`config.mk`:
```
export PLATFORM = sky130hd
export DESIGN_NAME = uart_boot_frame_programmer
export DESIGN_NICKNAME = d
export VERILOG_FILES = /design/src/rtl/ubfp_pkg.sv /design/src/rtl/ubfp_ram.sv /design/src/rtl/ubfp_front.sv /design/src/rtl/ubfp_queue.sv /design/src/rtl/ubfp_back.sv /design/src/rtl/uart_boot_frame_programmer.sv
export SDC_FILE = /design/constraint.sdc
export NUM_CORES = 1
export LEC_CHECK = 0
export ABC_AREA = 1
export BUFFER_PORTS_ARGS = -buffer_cell sky130_fd_sc_hd__buf_2
export CAP_MARGIN = 20
export CORE_MARGIN = 4
export CORE_UTILIZATION = 35
export DETAILED_ROUTE_END_ITERATION = 12
export PLACE_DENSITY = 0.53
export SLEW_MARGIN = 5
export SYNTH_ARGS = -nofsm -noshare
export SYNTH_HDL_FRONTEND = slang
export SYNTH_SLANG_ARGS = --single-unit
```
`constraint.sdc`:
```
create_clock -name clk -period 10.7 [get_ports clk]
set_clock_uncertainty 0.15 [all_clocks]
set_input_delay 1.07 -clock clk [delete_from_list [all_inputs] [get_ports clk]]
set_output_delay 1.07 -clock clk [all_outputs]
set_load 0.01 [all_outputs]
```
`src/rtl/ubfp_pkg.sv`:
```
`default_nettype none
package ubfp_pkg;

  localparam int FRAME_BYTES_DEF = 32;
  localparam int HDR_BYTES       = 4;

  // flash layout
  localparam int SEG_FIRST = 'hC000;
  localparam int SEG_END   = 'hFBFF;
  localparam int SEG_STEP  = 'h200;
  localparam int SEG_COUNT = (SEG_END - SEG_FIRST + SEG_STEP - 1) / SEG_STEP;
  localparam int SEG_W     = $clog2(SEG_COUNT);
  localparam logic [15:0] APP_ENTRY = 16'hC000;

  // input operations
  localparam logic OP_BYTE   = 1'b0;
  localparam logic OP_WINDOW = 1'b1;

  // result kinds
  localparam logic [1:0] KIND_WRITE = 2'd0;
  localparam logic [1:0] KIND_ERASE = 2'd1;
  localparam logic [1:0] KIND_REPLY = 2'd2;
  localparam logic [1:0] KIND_START = 2'd3;

  // characters
  localparam logic [7:0] CH_BOOT     = 8'h62;  // 'b'
  localparam logic [7:0] CH_PLUS     = 8'h2B;  // '+'
  localparam logic [7:0] CH_MINUS    = 8'h2D;  // '-'
  localparam logic [7:0] CH_PROMPT   = 8'h3E;  // '>'
  localparam logic [7:0] CH_FAIL     = 8'h21;  // '!'
  localparam logic [7:0] ERASED_BYTE = 8'hFF;

  typedef enum logic [2:0] {
    JOB_START,
    JOB_ERASE,
    JOB_ERASE_REPLY,
    JOB_BAD_LEN,
    JOB_WRITE
  } job_kind_t;

  typedef struct packed {
    job_kind_t   kind;
    logic [15:0] base;
    logic [7:0]  len;
  } job_t;

  typedef enum logic [2:0] {
    B_IDLE,
    B_ERASE,
    B_RD,
    B_WR,
    B_REPLY
  } back_state_t;

endpackage
`default_nettype wire

```
`src/rtl/ubfp_ram.sv`:
```
`default_nettype none
module ubfp_ram #(
  parameter int WIDTH = 8,
  parameter int DEPTH = 32
) (
  input  wire logic                     clk,
  input  wire logic                     we,
  input  wire logic [$clog2(DEPTH)-1:0] waddr,
  input  wire logic [WIDTH-1:0]         wdata,
  input  wire logic [$clog2(DEPTH)-1:0] raddr,
  output logic      [WIDTH-1:0]         rdata
);

  logic [WIDTH-1:0] mem_r [DEPTH];

  always_ff @(posedge clk) begin
    if (we) begin
      mem_r[waddr] <= wdata;
    end
    rdata <= mem_r[raddr];
  end

endmodule
`default_nettype wire

```
`src/rtl/ubfp_front.sv`:
```
`default_nettype none
module ubfp_front #(
  parameter int FRAME_BYTES = ubfp_pkg::FRAME_BYTES_DEF
) (
  input  wire logic                           clk,
  input  wire logic                           rst_n,
  input  wire logic                           in_valid,
  output logic                                in_stall,
  input  wire logic                           in_operation,
  input  wire logic [7:0]                     in_rx_byte,
  input  wire logic                           q_full,
  output logic                                q_push,
  output ubfp_pkg::job_t                      q_job,
  input  wire logic                           write_done,
  output logic                                ram_we,
  output logic [$clog2(FRAME_BYTES)-1:0]      ram_waddr,
  output logic [7:0]                          ram_wdata
);

  localparam int FILL_W = $clog2(FRAME_BYTES + 1);
  localparam int IDX_W  = $clog2(FRAME_BYTES);
  localparam logic [7:0] MAX_LEN = 8'(FRAME_BYTES - ubfp_pkg::HDR_BYTES);

  logic              boot_sel_r, boot_sel_nxt;
  logic              armed_r, armed_nxt;
  logic              wr_pend_r, wr_pend_nxt;
  logic [FILL_W-1:0] fill_r, fill_nxt;
  logic [7:0]        cmd_r, cmd_nxt;
  logic [7:0]        hi_r, hi_nxt;
  logic [7:0]        lo_r, lo_nxt;
  logic [7:0]        len_r, len_nxt;
  logic              accept;
  logic              frame_done;

  // a queued or running write frame owns the buffer until its last read
  assign in_stall = q_full || wr_pend_r;
  assign accept   = in_valid && !in_stall;

  assign frame_done = (9'(fill_r) + 9'd1) == ({1'b0, len_r} + 9'(ubfp_pkg::HDR_BYTES));
  assign ram_waddr  = IDX_W'(fill_r - FILL_W'(ubfp_pkg::HDR_BYTES));
  assign ram_wdata  = in_rx_byte;

  always_comb begin
    boot_sel_nxt = boot_sel_r;
    armed_nxt    = armed_r;
    wr_pend_nxt  = wr_pend_r;
    fill_nxt     = fill_r;
    cmd_nxt      = cmd_r;
    hi_nxt       = hi_r;
    lo_nxt       = lo_r;
    len_nxt      = len_r;
    q_push       = 1'b0;
    q_job.kind   = ubfp_pkg::JOB_START;
    q_job.base   = {hi_r, lo_r};
    q_job.len    = len_r;
    ram_we       = 1'b0;
    if (write_done) begin
      wr_pend_nxt = 1'b0;
    end
    if (accept) begin
      if (in_operation == ubfp_pkg::OP_WINDOW) begin
        if (!armed_r) begin
          q_push = 1'b1;
          if (boot_sel_r) begin
            q_job.kind = ubfp_pkg::JOB_ERASE;
            armed_nxt  = 1'b1;
            fill_nxt   = '0;
          end else begin
            q_job.kind = ubfp_pkg::JOB_START;
          end
        end
      end else if (!boot_sel_r) begin
        if (in_rx_byte == ubfp_pkg::CH_BOOT) begin
          boot_sel_nxt = 1'b1;
        end
      end else if (armed_r) begin
        if (fill_r < FILL_W'(ubfp_pkg::HDR_BYTES)) begin
          fill_nxt = fill_r + FILL_W'(1);
          case (fill_r[1:0])
            2'd0: cmd_nxt = in_rx_byte;
            2'd1: hi_nxt  = in_rx_byte;
            2'd2: lo_nxt  = in_rx_byte;
            default: begin
              len_nxt = in_rx_byte;
              if (in_rx_byte == 8'd0 || in_rx_byte > MAX_LEN) begin
                q_push     = 1'b1;
                q_job.kind = ubfp_pkg::JOB_BAD_LEN;
                fill_nxt   = '0;
              end
            end
          endcase
        end else begin
          ram_we   = 1'b1;
          fill_nxt = fill_r + FILL_W'(1);
          if (frame_done) begin
            fill_nxt = '0;
            if (cmd_r == ubfp_pkg::CH_PLUS) begin
              q_push      = 1'b1;
              q_job.kind  = ubfp_pkg::JOB_WRITE;
              wr_pend_nxt = 1'b1;
            end else if (cmd_r == ubfp_pkg::CH_MINUS) begin
              q_push     = 1'b1;
              q_job.kind = ubfp_pkg::JOB_ERASE_REPLY;
            end
          end
        end
      end
    end
  end

  always_ff @(posedge clk) begin
    if (!rst_n) begin
      boot_sel_r <= 1'b0;
      armed_r    <= 1'b0;
      wr_pend_r  <= 1'b0;
      fill_r     <= '0;
    end else begin
      boot_sel_r <= boot_sel_nxt;
      armed_r    <= armed_nxt;
      wr_pend_r  <= wr_pend_nxt;
      fill_r     <= fill_nxt;
    end
    cmd_r <= cmd_nxt;
    hi_r  <= hi_nxt;
    lo_r  <= lo_nxt;
    len_r <= len_nxt;
  end

endmodule
`default_nettype wire

```
`src/rtl/ubfp_queue.sv`:
```
`default_nettype none
module ubfp_queue (
  input  wire logic           clk,
  input  wire logic           rst_n,
  input  wire logic           push,
  input  wire ubfp_pkg::job_t push_job,
  output logic                full,
  input  wire logic           pop,
  output logic                empty,
  output ubfp_pkg::job_t      head
);

  ubfp_pkg::job_t q_r [2];
  logic           wr_ptr_r, wr_ptr_nxt;
  logic           rd_ptr_r, rd_ptr_nxt;
  logic [1:0]     cnt_r, cnt_nxt;

  assign full  = cnt_r == 2'd2;
  assign empty = cnt_r == 2'd0;
  assign head  = q_r[rd_ptr_r];

  always_comb begin
    wr_ptr_nxt = wr_ptr_r;
    rd_ptr_nxt = rd_ptr_r;
    cnt_nxt    = cnt_r;
    if (push) begin
      wr_ptr_nxt = ~wr_ptr_r;
    end
    if (pop) begin
      rd_ptr_nxt = ~rd_ptr_r;
    end
    if (push && !pop) begin
      cnt_nxt = cnt_r + 2'd1;
    end else if (pop && !push) begin
      cnt_nxt = cnt_r - 2'd1;
    end
  end

  always_ff @(posedge clk) begin
    if (!rst_n) begin
      wr_ptr_r <= 1'b0;
      rd_ptr_r <= 1'b0;
      cnt_r    <= 2'd0;
    end else begin
      wr_ptr_r <= wr_ptr_nxt;
      rd_ptr_r <= rd_ptr_nxt;
      cnt_r    <= cnt_nxt;
    end
    if (push) begin
      q_r[wr_ptr_r] <= push_job;
    end
  end

endmodule
`default_nettype wire

```
`src/rtl/ubfp_back.sv`:
```
`default_nettype none
module ubfp_back #(
  parameter int FRAME_BYTES = ubfp_pkg::FRAME_BYTES_DEF
) (
  input  wire logic                      clk,
  input  wire logic                      rst_n,
  input  wire logic                      q_empty,
  input  wire ubfp_pkg::job_t            q_head,
  output logic                           q_pop,
  output logic                           write_done,
  output logic [$clog2(FRAME_BYTES)-1:0] ram_raddr,
  input  wire logic [7:0]                ram_rdata,
  output logic                           out_valid,
  input  wire logic                      out_stall,
  output logic [1:0]                     out_kind,
  output logic [15:0]                    out_address,
  output logic [7:0]                     out_value,
  output logic                           out_last
);

  localparam int IDX_W = $clog2(FRAME_BYTES);
  localparam int SEG_W = ubfp_pkg::SEG_W;

  ubfp_pkg::back_state_t state_r, state_nxt;
  logic [SEG_W-1:0] seg_r, seg_nxt;
  logic [IDX_W-1:0] idx_r, idx_nxt;
  logic [15:0]      base_r, base_nxt;
  logic [7:0]       len_r, len_nxt;
  logic             rep_r, rep_nxt;
  logic [7:0]       rchar_r, rchar_nxt;

  logic             out_valid_r;
  logic [1:0]       out_kind_r;
  logic [15:0]      out_address_r;
  logic [7:0]       out_value_r;
  logic             out_last_r;

  logic             out_free;
  logic             seg_last;
  logic             idx_last;
  logic             byte_skip;
  logic             emit;
  logic [1:0]       e_kind;
  logic [15:0]      e_addr;
  logic [7:0]       e_val;
  logic             e_last;

  assign out_free  = !out_valid_r || !out_stall;
  assign seg_last  = seg_r == SEG_W'(ubfp_pkg::SEG_COUNT - 1);
  assign idx_last  = (9'(idx_r) + 9'd1) == {1'b0, len_r};
  assign byte_skip = ram_rdata == ubfp_pkg::ERASED_BYTE;
  assign ram_raddr = idx_r;

  always_comb begin
    state_nxt = state_r;
    case (state_r)
      ubfp_pkg::B_IDLE: begin
        if (!q_empty && out_free) begin
          case (q_head.kind)
            ubfp_pkg::JOB_ERASE, ubfp_pkg::JOB_ERASE_REPLY: state_nxt = ubfp_pkg::B_ERASE;
            ubfp_pkg::JOB_WRITE: state_nxt = ubfp_pkg::B_RD;
            default: state_nxt = ubfp_pkg::B_IDLE;
          endcase
        end
      end
      ubfp_pkg::B_ERASE: begin
        if (out_free && seg_last) begin
          state_nxt = rep_r ? ubfp_pkg::B_REPLY : ubfp_pkg::B_IDLE;
        end
      end
      ubfp_pkg::B_RD: state_nxt = ubfp_pkg::B_WR;
      ubfp_pkg::B_WR: begin
        if (byte_skip || out_free) begin
          state_nxt = idx_last ? ubfp_pkg::B_REPLY : ubfp_pkg::B_RD;
        end
      end
      ubfp_pkg::B_REPLY: begin
        if (out_free) begin
          state_nxt = ubfp_pkg::B_IDLE;
        end
      end
      default: state_nxt = ubfp_pkg::B_IDLE;
    endcase
  end

  always_comb begin
    q_pop      = 1'b0;
    write_done = 1'b0;
    seg_nxt    = seg_r;
    idx_nxt    = idx_r;
    base_nxt   = base_r;
    len_nxt    = len_r;
    rep_nxt    = rep_r;
    rchar_nxt  = rchar_r;
    emit       = 1'b0;
    e_kind     = ubfp_pkg::KIND_REPLY;
    e_addr     = 16'd0;
    e_val      = 8'd0;
    e_last     = 1'b0;
    case (state_r)
      ubfp_pkg::B_IDLE: begin
        if (!q_empty && out_free) begin
          q_pop = 1'b1;
          case (q_head.kind)
            ubfp_pkg::JOB_START: begin
              emit   = 1'b1;
              e_kind = ubfp_pkg::KIND_START;
              e_addr = ubfp_pkg::APP_ENTRY;
              e_last = 1'b1;
            end
            ubfp_pkg::JOB_BAD_LEN: begin
              emit   = 1'b1;
              e_val  = ubfp_pkg::CH_FAIL;
              e_last = 1'b1;
            end
            ubfp_pkg::JOB_ERASE: begin
              seg_nxt = '0;
              rep_nxt = 1'b0;
            end
            ubfp_pkg::JOB_ERASE_REPLY: begin
              seg_nxt   = '0;
              rep_nxt   = 1'b1;
              rchar_nxt = ubfp_pkg::CH_FAIL;
            end
            ubfp_pkg::JOB_WRITE: begin
              idx_nxt   = '0;
              base_nxt  = q_head.base;
              len_nxt   = q_head.len;
              rchar_nxt = ubfp_pkg::CH_PROMPT;
            end
            default: q_pop = 1'b1;
          endcase
        end
      end
      ubfp_pkg::B_ERASE: begin
        if (out_free) begin
          emit    = 1'b1;
          e_kind  = ubfp_pkg::KIND_ERASE;
          e_addr  = 16'(ubfp_pkg::SEG_FIRST + int'(seg_r) * ubfp_pkg::SEG_STEP);
          e_last  = seg_last && !rep_r;
          seg_nxt = seg_r + SEG_W'(1);
        end
      end
      ubfp_pkg::B_WR: begin
        // erased bytes are skipped without waiting on the output
        if (!byte_skip && out_free) begin
          emit   = 1'b1;
          e_kind = ubfp_pkg::KIND_WRITE;
          e_addr = base_r + 16'(idx_r);
          e_val  = ram_rdata;
        end
        if (byte_skip || out_free) begin
          idx_nxt    = idx_r + IDX_W'(1);
          write_done = idx_last;
        end
      end
      ubfp_pkg::B_REPLY: begin
        if (out_free) begin
          emit   = 1'b1;
          e_val  = rchar_r;
          e_last = 1'b1;
        end
      end
      default: begin
        emit = 1'b0;
      end
    endcase
  end

  always_ff @(posedge clk) begin
    if (!rst_n) begin
      state_r     <= ubfp_pkg::B_IDLE;
      out_valid_r <= 1'b0;
    end else begin
      state_r <= state_nxt;
      if (out_free) begin
        out_valid_r <= emit;
      end
    end
    seg_r   <= seg_nxt;
    idx_r   <= idx_nxt;
    base_r  <= base_nxt;
    len_r   <= len_nxt;
    rep_r   <= rep_nxt;
    rchar_r <= rchar_nxt;
    if (emit) begin
      out_kind_r    <= e_kind;
      out_address_r <= e_addr;
      out_value_r   <= e_val;
      out_last_r    <= e_last;
    end
  end

  assign out_valid   = out_valid_r;
  assign out_kind    = out_kind_r;
  assign out_address = out_address_r;
  assign out_value   = out_value_r;
  assign out_last    = out_last_r;

endmodule
`default_nettype wire

```
`src/rtl/uart_boot_frame_programmer.sv`:
```
`default_nettype none
// Serial boot-frame programmer. Takes received bytes and boot-window events and
// issues flash writes, segment erases, reply bytes and a start-application result,
// with out_last on the final result of each input word. Input words are taken one
// per cycle; the front stalls only while the two-entry job queue is full, or while
// a '+' frame still owns the frame buffer. A start or bad-length reply leaves the
// output register in the cycle after dispatch; an erase job emits its 30 erases at
// one per cycle after dispatch (31 results with the '!' reply); a '+' frame steps
// through a read state and a write state per payload byte (frame buffer read is
// registered), then the reply. Output stalls hold the back end in place.
module uart_boot_frame_programmer #(
  parameter int FRAME_BYTES = ubfp_pkg::FRAME_BYTES_DEF
) (
  input  wire logic        clk,
  input  wire logic        rst_n,
  input  wire logic        in_valid,
  output logic             in_stall,
  input  wire logic        in_operation,
  input  wire logic [7:0]  in_rx_byte,
  output logic             out_valid,
  input  wire logic        out_stall,
  output logic [1:0]       out_kind,
  output logic [15:0]      out_address,
  output logic [7:0]       out_value,
  output logic             out_last
);

  localparam int IDX_W = $clog2(FRAME_BYTES);

  logic             q_push;
  ubfp_pkg::job_t   q_job;
  logic             q_full;
  logic             q_pop;
  logic             q_empty;
  ubfp_pkg::job_t   q_head;
  logic             write_done;
  logic             ram_we;
  logic [IDX_W-1:0] ram_waddr;
  logic [7:0]       ram_wdata;
  logic [IDX_W-1:0] ram_raddr;
  logic [7:0]       ram_rdata;

  ubfp_front #(.FRAME_BYTES(FRAME_BYTES)) u_front (
    .clk          (clk),
    .rst_n        (rst_n),
    .in_valid     (in_valid),
    .in_stall     (in_stall),
    .in_operation (in_operation),
    .in_rx_byte   (in_rx_byte),
    .q_full       (q_full),
    .q_push       (q_push),
    .q_job        (q_job),
    .write_done   (write_done),
    .ram_we       (ram_we),
    .ram_waddr    (ram_waddr),
    .ram_wdata    (ram_wdata)
  );

  ubfp_queue u_queue (
    .clk      (clk),
    .rst_n    (rst_n),
    .push     (q_push),
    .push_job (q_job),
    .full     (q_full),
    .pop      (q_pop),
    .empty    (q_empty),
    .head     (q_head)
  );

  ubfp_ram #(.WIDTH(8), .DEPTH(FRAME_BYTES)) u_ram (
    .clk   (clk),
    .we    (ram_we),
    .waddr (ram_waddr),
    .wdata (ram_wdata),
    .raddr (ram_raddr),
    .rdata (ram_rdata)
  );

  ubfp_back #(.FRAME_BYTES(FRAME_BYTES)) u_back (
    .clk         (clk),
    .rst_n       (rst_n),
    .q_empty     (q_empty),
    .q_head      (q_head),
    .q_pop       (q_pop),
    .write_done  (write_done),
    .ram_raddr   (ram_raddr),
    .ram_rdata   (ram_rdata),
    .out_valid   (out_valid),
    .out_stall   (out_stall),
    .out_kind    (out_kind),
    .out_address (out_address),
    .out_value   (out_value),
    .out_last    (out_last)
  );

endmodule
`default_nettype wire

```
==> results_tabular.tex <==
\begin{tabular}{lr}
\hline
Metric & Value \\
\hline
\multicolumn{2}{l}{\textbf{Clocking}} \\
\quad Worst-path clk slew & around 0.060 ns \\
\quad Clock latency reported for the late side of the worst-skew pair & about 0.59 ns \\
\quad Post-CTS Resized & 0 \\
\quad Sinks on the clock net & around 430 \\
\quad Number of buffers on the longest clock path & 3 \\
\quad TritonCTS clock tree & done \\
\quad Count of hold buffers inserted by post-cts repair & 0 \\
\quad TritonCTS buffer count & 47 \\
\quad Total setup buffers inserted after CTS & 0 \\
\quad Number of levels the H-tree was split into & 2 \\
\quad CTS Root Cell & sky130\_fd\_sc\_hd\_\_clkbuf\_16 \\
\multicolumn{2}{l}{\textbf{Cells and area}} \\
\quad Number of nets in the final layout & between 1.5k and 2k \\
\quad Share of cells above drive strength 1 & 12.86\% \\
\quad \# diodes & 0 \\
\quad Final std cells w/o fill & 2,196 \\
\quad Layout overhead on the synthesized area & 14.19\% \\
\multicolumn{2}{l}{\textbf{Yosys}} \\
\quad Sequential cell area fraction in the yosys report & approximately 72\% \\
\quad Unique cell type count in the Yosys netlist & 43 \\
\quad Synth warn & 0 \\
\quad Largest cells by area after synthesis & sky130\_fd\_sc\_hd\_\_edfxtp\_1 (69\%), sky130\_fd\_sc\_hd\_\_nor2\_1 (5.5\%), sky130\_fd\_sc\_hd\_\_o21ai\_0 (5.0\%), sky130\_fd\_sc\_hd\_\_nand2\_1 (3.0\%), sky130\_fd\_sc\_hd\_\_dfxtp\_1 (2.9\%) \\
\quad Leading area contributor after synthesis & sky130\_fd\_sc\_hd\_\_edfxtp\_1 \\
\quad Portion of synthesized cell area occupied by the leading cell type & between 60\% and 70\% \\
\quad Combined area of all synthesized cells & approximately 18,000 µm² \\
\quad Syn Nets & $\sim$1.5k \\
\quad Flip-flop and latch count after synthesis & 432 \\
\quad Average footprint of a synthesized cell & around 12 µm² \\
\quad Post-Syn Instances & roughly 1.4k \\
\multicolumn{2}{l}{\textbf{Timing}} \\
\quad Maximum clock rate & approximately 280 MHz \\
\quad Total negative setup slack & 0 ns \\
\quad Final Slew Violations & 0 \\
\quad Post-route clock period utilization & $\sim$33\% \\
\quad Final setup vio count & 0 \\
\quad Measured slew at the worst slew-check pin & approximately 1.0 ns \\
\quad Number of endpoints with negative hold slack in the final report & 0 \\
\quad Post-layout minimum cycle time & between 3 and 4 ns \\
\quad RSZ-0062 raised after global routing & false \\
\quad Slew Limit Headroom & about 30\% \\
\quad Final worst-path setup slack & between 7 and 8 ns \\
\multicolumn{2}{l}{\textbf{Placed design}} \\
\quad Post-DP HPWL & 25,580 µm \\
\quad Number of buffer cells added on primary ports & roughly 40 \\
\quad Final Wtd Congestion & approximately 0.82 \\
\quad Total instance count after detailed placement & 2,109 \\
\quad Setup WS pre-CTS & slightly below 7 ns \\
\multicolumn{2}{l}{\textbf{Setup path}} \\
\quad Data required time at the worst endpoint & roughly 11 ns \\
\quad Worst Setup End Kind & flip-flop \\
\quad Critical path class & flip-flop to flip-flop \\
\quad Crit Path Max Fanout & between 60 and 70 \\
\quad Crit path launch type & flip-flop \\
\quad Crit path arrival time & roughly 4 ns \\
\multicolumn{2}{l}{\textbf{Detailed routing}} \\
\quad Routed wirelength normalized by instance count & approximately 18 µm \\
\quad DRC violations left & 0 \\
\quad Routed vias & about 11k \\
\quad Vias per cell & about 5 \\
\quad Number of routed nets with antenna violations & 0 \\
\quad DRC violation total after the first TritonRoute iteration & between 800 and 900 \\
\quad First-pass iteration count of the detailed router & 6 \\
\quad WL final & 40,320 µm \\
\multicolumn{2}{l}{\textbf{Die}} \\
\quad Initial Util & 35.36\% \\
\quad Die Ht & 232.9 µm \\
\quad Die outline area & 54,240 µm² \\
\quad Overall die width & 232.9 µm \\
\quad Row count & about 80 \\
\quad Core Footprint & 50,070 µm² \\
\quad Io pins & 42 \\
\multicolumn{2}{l}{\textbf{Global routing}} \\
\quad First-pass GRT wire length & 62,220 µm \\
\quad Antenna violations before repair & 0 \\
\quad Vias in the first global route & about 11k \\
\quad Global-route usage over all layers & about 15\% \\
\quad Residual overflow from global routing & 0 \\
\quad Largest net degree at the start of global routing & 72 \\
\multicolumn{2}{l}{\textbf{Power}} \\
\quad Total power density per cell area & 213.7 nW/µm² \\
\quad Leakage power & 6.893 nW \\
\quad Largest voltage drop on the vdd net & around 0.11 mV \\
\multicolumn{2}{l}{\textbf{Worst hold path}} \\
\quad Hold Path Class & flip-flop to flip-flop \\
\multicolumn{2}{l}{\textbf{Run status}} \\
\quad Status & completed \\
\multicolumn{2}{l}{\textbf{Flow run}} \\
\quad Number of max-cap violations & 0 \\
\hline
\end{tabular}
-- cell usage after synthesis --
cell,n
sky130_fd_sc_hd__nor4_1,5
sky130_fd_sc_hd__inv_2,11
sky130_fd_sc_hd__or2_2,1
sky130_fd_sc_hd__o31ai_1,5
sky130_fd_sc_hd__clkinv_1,2
sky130_fd_sc_hd__nor2_4,4
sky130_fd_sc_hd__o22ai_1,82
sky130_fd_sc_hd__nor3_1,11
sky130_fd_sc_hd__nor2_2,6
sky130_fd_sc_hd__nor3_2,4
sky130_fd_sc_hd__nor3b_1,1
sky130_fd_sc_hd__nor2_1,259
sky130_fd_sc_hd__mux2_2,24
sky130_fd_sc_hd__nand3b_1,5
sky130_fd_sc_hd__a21oi_2,1
sky130_fd_sc_hd__and2_2,1
sky130_fd_sc_hd__a21oi_1,33
sky130_fd_sc_hd__o21ai_2,1
sky130_fd_sc_hd__xnor2_1,5
sky130_fd_sc_hd__o21ai_1,7
sky130_fd_sc_hd__nand2_4,1
sky130_fd_sc_hd__nand4_1,12
sky130_fd_sc_hd__buf_2,12
sky130_fd_sc_hd__clkbuf_1,37
sky130_fd_sc_hd__a31oi_1,1
sky130_fd_sc_hd__nand3_2,1
sky130_fd_sc_hd__o221ai_1,1
sky130_fd_sc_hd__ha_1,17
sky130_fd_sc_hd__buf_6,4
sky130_fd_sc_hd__nand3_1,32
sky130_fd_sc_hd__o21a_1,3
sky130_fd_sc_hd__o21ai_0,176
sky130_fd_sc_hd__xor2_1,2
sky130_fd_sc_hd__nand4_2,1
sky130_fd_sc_hd__o211ai_1,1
sky130_fd_sc_hd__nand2_2,9
sky130_fd_sc_hd__buf_4,7
sky130_fd_sc_hd__fa_1,1
sky130_fd_sc_hd__inv_1,76
sky130_fd_sc_hd__edfxtp_1,406
sky130_fd_sc_hd__o211a_1,1
sky130_fd_sc_hd__nand2_1,140
sky130_fd_sc_hd__dfxtp_1,26
-- per-layer routing --
metal	part of all wire (%)	vias up	wire length [µm]	GRT usage [%]
li1	-	5267	-	-
met1	44	5429	17730	18.97
met2	50	207	20020	25.80
met3	4.6	47	1861	2.902
met4	1.7	0	705	4.090
met5	0	-	0	0
-- path summary, 6_finish.rpt --
path | from | endpoint | slack (ns) | cells after the start
max | u_back.ram_raddr[0] | u_ram.rdata[5] | 7.13 | 10
min | u_front.lo_r[0] | u_queue.q_r[1][8] | 0.31 | 0
max reg2reg | u_back.ram_raddr[0] | u_ram.rdata[5] | 7.13 | 10
min reg2reg | u_front.lo_r[0] | u_queue.q_r[1][8] | 0.31 | 0
-- registers in the layout, summed over array words and instances, names as in the netlist, 2 cells and up, named ones only --
signal and cells:
u_front.hi_r 8, u_back.ram_raddr 5, u_back.len_r 8, u_back.rchar_r 2, u_front.lo_r 8, u_back.state_r 3, u_back.out_kind 2, u_queue.cnt_r 2
u_back.base_r 16, u_front.cmd_r 8, u_front.fill_r 6, u_queue.q_r 54, u_ram.mem_r 256, u_back.out_value 8, u_back.out_address 16, u_ram.rdata 8
u_back.seg_r 5, u_front.len_r 8
-- placed cells by master, fill, tap and decap left out, types with 2 or more instances in the layout --
| cell type | netlist | layout |
|---|---|---|
| sky130_fd_sc_hd__xnor2_1 | 5 | 5 |
| sky130_fd_sc_hd__edfxtp_1 | 406 | 406 |
| sky130_fd_sc_hd__nand4_1 | 12 | 12 |
| sky130_fd_sc_hd__nand2_1 | 140 | 140 |
| sky130_fd_sc_hd__bufinv_16 | 0 | 6 |
| sky130_fd_sc_hd__clkbuf_16 | 0 | 48 |
| sky130_fd_sc_hd__nor3_2 | 4 | 4 |
| sky130_fd_sc_hd__clkinv_2 | 0 | 5 |
| sky130_fd_sc_hd__buf_2 | 12 | 41 |
| sky130_fd_sc_hd__ha_1 | 17 | 17 |
| sky130_fd_sc_hd__nand3b_1 | 5 | 5 |
| sky130_fd_sc_hd__nor3_1 | 11 | 11 |
| sky130_fd_sc_hd__clkinv_1 | 2 | 12 |
| sky130_fd_sc_hd__nor2_4 | 4 | 4 |
| sky130_fd_sc_hd__a21oi_1 | 33 | 32 |
| sky130_fd_sc_hd__dfxtp_1 | 26 | 26 |
| sky130_fd_sc_hd__xor2_1 | 2 | 2 |
| sky130_fd_sc_hd__inv_1 | 76 | 76 |
| sky130_fd_sc_hd__o21ai_1 | 7 | 7 |
| sky130_fd_sc_hd__o21a_1 | 3 | 3 |
| sky130_fd_sc_hd__nand3_1 | 32 | 32 |
| sky130_fd_sc_hd__mux2_2 | 24 | 24 |
| sky130_fd_sc_hd__clkinvlp_4 | 0 | 3 |
| sky130_fd_sc_hd__clkbuf_1 | 37 | 10 |
| sky130_fd_sc_hd__nor4_1 | 5 | 5 |
| sky130_fd_sc_hd__clkinv_4 | 0 | 2 |
| sky130_fd_sc_hd__o22ai_1 | 82 | 82 |
| sky130_fd_sc_hd__nor2_2 | 6 | 7 |
| sky130_fd_sc_hd__a21oi_2 | 1 | 2 |
| sky130_fd_sc_hd__nand2_2 | 9 | 9 |
| sky130_fd_sc_hd__inv_2 | 11 | 11 |
| sky130_fd_sc_hd__o21ai_0 | 176 | 176 |
| sky130_fd_sc_hd__o31ai_1 | 5 | 5 |
| sky130_fd_sc_hd__nor2_1 | 259 | 258 |
| sky130_fd_sc_hd__buf_4 | 7 | 21 |
-- report_power, final --
| part | switching, mW | leakage, nW | internal (mW) |
|---|---|---|---|
| logic | 0.446 | 2.25 | 0.204 |
| registers | 0.0427 | 3.89 | 1.99 |
| clock network | 0.663 | 0.753 | 0.973 |
| total | 1.15 | 6.89 | 3.17 |
-- worst max-delay path, stage by stage, from the launching register on --
cell                       delay (ns)
sky130_fd_sc_hd__edfxtp_1        0.35
sky130_fd_sc_hd__buf_4           0.32
sky130_fd_sc_hd__inv_2           0.33
sky130_fd_sc_hd__buf_4           0.57
sky130_fd_sc_hd__buf_4           0.51
sky130_fd_sc_hd__o21ai_0         0.17
sky130_fd_sc_hd__o22ai_1         0.19
sky130_fd_sc_hd__nor2_1          0.09
sky130_fd_sc_hd__o22ai_1         0.55
sky130_fd_sc_hd__nand2_1         0.11
sky130_fd_sc_hd__nand2_1         0.09
-- cell families after synthesis --
group,count (synthesis),share of synthesized area [%]
AO/OA/AOI/OAI,312,9.627
multiplexers,24,1.527
XOR/XNOR,7,0.3463
flip-flops,432,71.81
adder cells (fa/ha/maj),18,1.315
AND/OR/NAND/NOR,493,11.81
buffers and inverters,149,3.562
-- final cells by class --
type / instances / area (µm²)
clock buffer: 58 / 1239
tap: 672 / 840.8
fill: 4760 / 29850
sequential: 432 / 12710
inverter: 89 / 334.1
clock inverter: 28 / 332.8
timing repair buffer: 63 / 390.4
multi-input combinational: 854 / 4365
-- stage by stage --
step                      cell area (µm²)  hold slack (ns)  utilization (%)  total power, mW
final                               20210           0.3077            40.37            4.320
after floorplan                     17700           0.2715                -            2.497
after global routing                20210           0.3252            40.37            4.527
after detailed placement            18620           0.3022            37.18            2.730
after CTS                           20190           0.2976            40.32            4.371
after global placement              18620           0.2897            37.18            2.722
No activity file was read; power rests on OpenSTA's default activity.
